--- config.mk ---
export PLATFORM = sky130hd
export DESIGN_NAME = retransmit_timeout_estimator
export DESIGN_NICKNAME = d
export VERILOG_FILES = /design/src/rtl/core/rto_pkg.sv /design/src/rtl/core/retransmit_timeout_estimator.sv
export SDC_FILE = /design/constraint.sdc
export NUM_CORES = 1
export LEC_CHECK = 0
export BUFFER_PORTS_ARGS = -buffer_cell sky130_fd_sc_hd__buf_2
export CAP_MARGIN = 20
export CORE_UTILIZATION = 50
export CTS_CLUSTER_DIAMETER = 30
export DETAILED_ROUTE_END_ITERATION = 16
export PLACE_DENSITY = 0.75
export SLEW_MARGIN = 20
export SYNTH_ARGS = -nofsm -noshare
export SYNTH_HDL_FRONTEND = slang
export SYNTH_SLANG_ARGS = --single-unit
--- constraint.sdc ---
create_clock -name clk -period 23.8 [get_ports clk]
set_clock_uncertainty 0.05 [all_clocks]
set_input_delay 2.38 -clock clk [delete_from_list [all_inputs] [get_ports clk]]
set_output_delay 2.38 -clock clk [all_outputs]
set_load 0.02 [all_outputs]
--- src/rtl/core/rto_pkg.sv ---
`timescale 1ns / 1ps

package rto_pkg;

  // Item kinds carried on the action field. Code 3 is unused and acts as a query.
  typedef enum logic [1:0] {
    ACT_SAMPLE  = 2'd0,
    ACT_TIMEOUT = 2'd1,
    ACT_QUERY   = 2'd2
  } action_t;

  // Configuration register indexes.
  localparam logic [0:0] REG_RTO_MIN = 1'b0;
  localparam logic [0:0] REG_RTO_MAX = 1'b1;

  // Widths of the estimator state and fields.
  localparam int unsigned StateW = 20;
  localparam int unsigned RttW   = 16;
  localparam int unsigned RtoW   = 32;

  // Reset values.
  localparam logic [StateW-1:0] RTO_MIN_RESET = 20'd1000;
  localparam logic [StateW-1:0] RTO_MAX_RESET = 20'd3000;
  localparam logic [StateW-1:0] SRTT_RESET    = 20'd0;
  localparam logic [StateW-1:0] RTTVAR_RESET  = 20'd3000;
  localparam logic [RtoW-1:0]   RTO_RESET     = 32'd3000;

  // Saturation limit of the scaled state registers.
  localparam logic [StateW-1:0] STATE_MAX = 20'hFFFFF;

endpackage

--- src/rtl/core/retransmit_timeout_estimator.sv ---
`timescale 1ns / 1ps

// An item's result is presented in the cycle after its input transfer. One item per
// cycle unless a held result stalls input; the state update is a single registered
// pass (subtract, absolute value, adds, saturate, clamp) between input and result.
// Reset (rst, synchronous): srtt = 0, rttvar = 3000, RTO = 3000, rto_min = 1000,
// rto_max = 3000, no result pending.
module retransmit_timeout_estimator (
  input  logic        clk,
  input  logic        rst,
  // Input items
  input  logic        in_valid,
  output logic        in_ready,
  input  logic [1:0]  action,
  input  logic [15:0] rtt_ms,
  // Results
  output logic        out_valid,
  input  logic        out_ready,
  output logic [31:0] rto_ms,
  // Configuration writes
  input  logic        cfg_valid,
  output logic        cfg_ready,
  input  logic [0:0]  cfg_index,
  input  logic [19:0] cfg_data
);

  logic [rto_pkg::StateW-1:0] rto_min;
  logic [rto_pkg::StateW-1:0] rto_max;
  logic [rto_pkg::StateW-1:0] srtt_scaled;
  logic [rto_pkg::StateW-1:0] rttvar_scaled;
  logic [rto_pkg::RtoW-1:0]   rto_current;

  logic                       in_xfer;
  logic [16:0]                srtt_div;
  logic signed [17:0]         delta;
  logic [16:0]                mag;
  logic signed [21:0]         srtt_sum;
  logic [rto_pkg::StateW-1:0] srtt_next;
  logic [rto_pkg::StateW-1:0] rttvar_dec;
  logic [20:0]                rttvar_sum;
  logic [rto_pkg::StateW-1:0] rttvar_next;
  logic [20:0]                rto_raw;
  logic [20:0]                rto_clamped;
  logic [rto_pkg::RtoW-1:0]   rto_doubled;
  logic [rto_pkg::RtoW-1:0]   rto_next;

  // Handshake: a new item enters whenever the result slot is free or being emptied.
  assign in_ready  = !out_valid || out_ready;
  assign in_xfer   = in_valid && in_ready;
  assign cfg_ready = 1'b1;
  assign rto_ms    = rto_current;

  // Error term between the new sample and the smoothed estimate.
  always_comb begin
    srtt_div = srtt_scaled[rto_pkg::StateW-1:3];
    delta    = $signed({2'b00, rtt_ms}) - $signed({1'b0, srtt_div});
    mag      = delta[17] ? 17'(-delta) : delta[16:0];
  end

  // Smoothed RTT update with saturation to the 20-bit range.
  always_comb begin
    srtt_sum = $signed({2'b00, srtt_scaled}) + 22'(delta);
    if (srtt_sum < 0) begin
      srtt_next = '0;
    end else if (srtt_sum > $signed({2'b00, rto_pkg::STATE_MAX})) begin
      srtt_next = rto_pkg::STATE_MAX;
    end else begin
      srtt_next = srtt_sum[rto_pkg::StateW-1:0];
    end
  end

  // Variance update; the decayed term never goes negative, so only the top saturates.
  always_comb begin
    rttvar_dec = rttvar_scaled - {2'b00, rttvar_scaled[rto_pkg::StateW-1:2]};
    rttvar_sum = {1'b0, rttvar_dec} + {4'b0000, mag};
    rttvar_next = rttvar_sum[20] ? rto_pkg::STATE_MAX : rttvar_sum[rto_pkg::StateW-1:0];
  end

  // Recomputed RTO, clamped low first and then high.
  always_comb begin
    rto_raw = {4'b0000, srtt_next[rto_pkg::StateW-1:3]} + {1'b0, rttvar_next};
    if (rto_raw < {1'b0, rto_min}) begin
      rto_clamped = {1'b0, rto_min};
    end else if (rto_raw > {1'b0, rto_max}) begin
      rto_clamped = {1'b0, rto_max};
    end else begin
      rto_clamped = rto_raw;
    end
  end

  // Backoff doubling saturates at the top of the 32-bit range.
  assign rto_doubled = rto_current[rto_pkg::RtoW-1] ? '1 : {rto_current[rto_pkg::RtoW-2:0], 1'b0};

  // Select the new RTO for the item kind.
  always_comb begin
    case (action)
      rto_pkg::ACT_SAMPLE:  rto_next = {11'd0, rto_clamped};
      rto_pkg::ACT_TIMEOUT: rto_next = rto_doubled;
      default:              rto_next = rto_current;
    endcase
  end

  // Estimator state; it moves only on an input transfer.
  always_ff @(posedge clk) begin
    if (rst) begin
      srtt_scaled   <= rto_pkg::SRTT_RESET;
      rttvar_scaled <= rto_pkg::RTTVAR_RESET;
      rto_current   <= rto_pkg::RTO_RESET;
    end else if (in_xfer) begin
      rto_current <= rto_next;
      if (action == rto_pkg::ACT_SAMPLE) begin
        srtt_scaled   <= srtt_next;
        rttvar_scaled <= rttvar_next;
      end
    end
  end

  // Result slot: filled by an input transfer, emptied by an output transfer.
  always_ff @(posedge clk) begin
    if (rst) begin
      out_valid <= 1'b0;
    end else if (in_xfer) begin
      out_valid <= 1'b1;
    end else if (out_ready) begin
      out_valid <= 1'b0;
    end
  end

  // Clamp registers.
  always_ff @(posedge clk) begin
    if (rst) begin
      rto_min <= rto_pkg::RTO_MIN_RESET;
      rto_max <= rto_pkg::RTO_MAX_RESET;
    end else if (cfg_valid && cfg_ready) begin
      case (cfg_index)
        rto_pkg::REG_RTO_MIN: rto_min <= cfg_data;
        rto_pkg::REG_RTO_MAX: rto_max <= cfg_data;
        default: ;
      endcase
    end
  end

  // A query, or the unused code, leaves the RTO unchanged and produces a result.
  a_query_holds: assert property (@(posedge clk) disable iff (rst)
    (in_xfer && action != rto_pkg::ACT_SAMPLE && action != rto_pkg::ACT_TIMEOUT)
      |=> (out_valid && rto_ms == $past(rto_ms)))
    else $error("query item changed the RTO");

  // A timeout never lowers the RTO.
  a_timeout_grows: assert property (@(posedge clk) disable iff (rst)
    (in_xfer && action == rto_pkg::ACT_TIMEOUT) |=> (rto_ms >= $past(rto_ms)))
    else $error("timeout item lowered the RTO");

  // With consistent bounds, a sample leaves the RTO inside them.
  a_sample_clamped: assert property (@(posedge clk) disable iff (rst)
    (in_xfer && action == rto_pkg::ACT_SAMPLE && rto_min <= rto_max)
      |=> (rto_ms >= {12'd0, $past(rto_min)} && rto_ms <= {12'd0, $past(rto_max)}))
    else $error("sample RTO outside clamp bounds");

endmodule

==> flow_metrics.env <==
export IMPL_status="completed"
export IMPL_htreeDepth=4
export IMPL_routedWlPerCell_microns=17.5
export IMPL_cts_repair_resized=0
export IMPL_worstHoldStart="rto_min[16]$_SDFFE_PP0P_"
export IMPL_grt_first_pass_wirelength_microns=50300
export IMPL_p_sw_share_pct=52.5
export IMPL_cts_sinks=113
export IMPL_die_h_microns=148
export IMPL_required_ps=24130
export IMPL_antenna_found_initial=0
export IMPL_power_switching_mw=1.05
export IMPL_timing_setup_tns_ps=0
export IMPL_whs_path_depth=2
export IMPL_slew_headroom_pct=35.4
export IMPL_route_detailed_drc=0
export IMPL_hold_buffers=0
export IMPL_intPower_mw=0.948
export IMPL_leakage_nw=5.09
export IMPL_p_seq_share_pct=11.3
export IMPL_fin_nets=1646
export IMPL_synth_avg_cell_area_sq_um=7.53
export IMPL_cp_max_fo=17
export IMPL_arrival_ps=13190
export IMPL_finalHoldViolations=0
export IMPL_cts_buffers=17
export IMPL_portBuffers=77
export IMPL_dr_wl_met3_microns=2100
export IMPL_cts_tree="built"
export IMPL_holdPathEnd="rto_min[16]$_SDFFE_PP0P_"
export IMPL_finalCritPeriodShare_pct=54.1
export IMPL_gp_congestion=0.938
export IMPL_grtUsageTotal_pct=28.8
export IMPL_syn_area_sq_um=10600
export IMPL_syn_nets=1590
export IMPL_cts_setup_buffers=0
export IMPL_hpwl_microns=23400
export IMPL_synth_area_leaders="dfxtp_1, ha_1, a21oi_1"
export IMPL_dpl_worst_slack_ps=10750
export IMPL_min_period_ps=12860
export IMPL_num_antenna_cells=0
export IMPL_die_w_microns=148
export IMPL_power_per_cell_area_nw_per_um2=169
export IMPL_async_flop_share_pct=0
export IMPL_p_clk_share_pct=12.7
export IMPL_crit_path_start_kind="input port"
export IMPL_core_area_sq_um=20500
export IMPL_timing_rr_end="rto_ms[11]$_SDFFE_PP1P_"
export IMPL_vdd_drop_max_uv=173
export IMPL_ctsRootBufferMaster="clkbuf_16"
export IMPL_area_delta_synth_final_pct=11.0
export IMPL_holdWs_ps=410
export IMPL_synth_top_area_cell="dfxtp_1"
export IMPL_routed_wl_microns=30500
export IMPL_synth_cell_types=80
export IMPL_post_synth_inst_count=1409
export IMPL_worst_pin_slew_ps=969
export IMPL_drtIter0Drc=1000
export IMPL_ys_seq_area_share_pct=21.3
export IMPL_synth_edff_count=0
export IMPL_met2WireLength_microns=13200
export IMPL_grt_pass1_vias=9873
export IMPL_grt_max_degree=37
export IMPL_timing_final_max_slew_violations=0
export IMPL_cpMaxStageDelayCell="o21ai_1"
export IMPL_rsz0062_at_grt="no"
export IMPL_critPathCaptureType="register"
export IMPL_dieArea_sq_um=21800
export IMPL_max_freq_mhz=77.7
export IMPL_first_pass_iters=5
export IMPL_hold_path_class="reg2reg"
export IMPL_vias=10600
export IMPL_core_rowCount=52
export IMPL_synth_top_area_share_pct=21.3
export IMPL_worst_setup_path_type="in2reg"
export IMPL_synth_seq_cells=113
export IMPL_io_pins=79
export IMPL_drv_cap=0
export IMPL_rr_worst_depth=41
export IMPL_cts_clk_slew_worst_paths_ps=60
export IMPL_ant_nets=0
export IMPL_layout_drive_gt1_share_pct=9.81
export IMPL_synth_flop_cell="dfxtp_1"
export IMPL_r2r_setup_slack_ps=12560
export IMPL_route_top_layer_used="met4"
export IMPL_clk_path_buf_depth=2
export IMPL_reg2reg_from="srtt_scaled[4]$_SDFFE_PP0P_"
export IMPL_start_util_pct=51.8
export IMPL_gr_total_overflow=0
export IMPL_met1Wirelength_microns=14400
export IMPL_combPwrFrac_pct=76.0
export IMPL_ys_warnings_count=0
export IMPL_clk_latency_ps=430
export IMPL_setup_violations=0
export IMPL_setup_ws_ps=10940
export IMPL_slowest_delay_ps=710
export IMPL_viasPerCell=6.04
## worst max path at each step
stage / startpoint / endpoint / slack (ps) / cells after the start
final: rtt_ms[1] / rto_ms[11]$_SDFFE_PP1P_ / 10940 / 41
after global routing: rtt_ms[1] / rto_ms[18]$_SDFFE_PP0P_ / 9970 / 38
after CTS: rtt_ms[1] / rto_ms[11]$_SDFFE_PP1P_ / 11170 / 41
after detailed placement: rtt_ms[1] / rto_ms[12]$_SDFFE_PP0P_ / 10750 / 41
after global placement: rtt_ms[0] / rto_ms[5]$_SDFFE_PP1P_ / 11150 / 43
after floorplan: rtt_ms[0] / rto_ms[12]$_SDFFE_PP0P_ / 12600 / 45
## per-layer routing
layer | vias to the layer above | track usage (%)
met5 | - | 0
met4 | 0 | 10.7
met3 | 74 | 5.15
met1 | 4905 | 40.2
met2 | 402 | 43.9
li1 | 5170 | -
## power by group through the flow
stage | Combinational (mW) | Sequential, mW | Clock, mW
after floorplan | 1.14 | 0.235 | 0
after global placement | 1.43 | 0.229 | 0
after detailed placement | 1.46 | 0.229 | 0
after CTS | 1.48 | 0.225 | 0.255
after global routing | 1.68 | 0.227 | 0.263
final | 1.52 | 0.226 | 0.253
## critical path, delay by kind of cell
family	cells	cell delay, ps
and+or+nand+nor	10	2230
buffers and inverters	3	620
xor gates and xnor gates	1	60
adders and majority gates	5	1460
muxes	2	500
AOI/OAI and AO/OA	20	5910
## cells in the mapped netlist, types with 15 or more instances
master,count
nand2_1,167
a21oi_1,146
ha_1,132
inv_1,115
dfxtp_1,113
nor2_1,87
o21ai_0,82
xnor2_1,61
clkbuf_1,44
o21a_1,36
o211ai_1,35
nor2b_1,33
nor3_1,30
a21o_1,28
xor2_1,28
nand3_1,19
a211oi_1,17
a31oi_1,16
o31ai_1,15
## cell families after synthesis
kind of cell | after synthesis | share of synthesized area, %
AOI/OAI and AO/OA | 466 | 28.3
and+or+nand+nor | 420 | 18.8
buffers and inverters | 168 | 6.26
adders and majority gates | 137 | 16.5
DFF | 113 | 21.3
xor gates and xnor gates | 90 | 7.50
muxes | 14 | 1.34
other | 1 | 0.0353
## registers in the layout (all words and copies together), names as in the netlist
signal / cells
out_valid: 1
rto_min: 20
rto_max: 20
rto_ms: 32
rttvar_scaled: 20
srtt_scaled: 20
## cells in the final DEF (no fill, tap or decap), types with 7 or more instances in the layout
cell	instances
nand2_1	167
a21oi_1	146
ha_1	132
inv_1	115
dfxtp_1	113
nor2_1	86
o21ai_0	82
buf_2	77
xnor2_1	61
o21a_1	36
o211ai_1	35
nor2b_1	33
nor3_1	30
a21o_1	28
xor2_1	28
nand3_1	19
a211oi_1	17
clkbuf_16	17
a31oi_1	16
o31ai_1	15
nand2b_1	14
o22ai_1	13
buf_4	13
nand4_1	12
o21bai_1	12
mux2i_1	12
or3_1	10
a2111oi_0	7
and2_1	7
inv_6	7
## metrics by stage
step | cell area, sq um | instances | total power [mW] | util [%]
CTS | 11800 | 1748 | 1.96 | 57.5
finish | 11800 | 1748 | 2.00 | 57.5
detailed placement | 11200 | 1716 | 1.69 | 54.7
global placement | 11200 | 1716 | 1.66 | 54.7
global route | 11800 | 1748 | 2.17 | 57.5
floorplan | 10600 | 1409 | 1.37 | -
## cell type report
| cell class | count | area, sq um |
|---|---|---|
| Fill cell | 1921 | 8710 |
| Multi-Input combinational cell | 1128 | 7700 |
| Sequential cell | 113 | 2260 |
| Timing Repair Buffer | 90 | 483 |
| Inverter | 115 | 432 |
| Clock buffer | 17 | 425 |
| Tap cell | 270 | 338 |
| Clock inverter | 15 | 148 |
No activity file was read; power rests on OpenSTA's default activity.
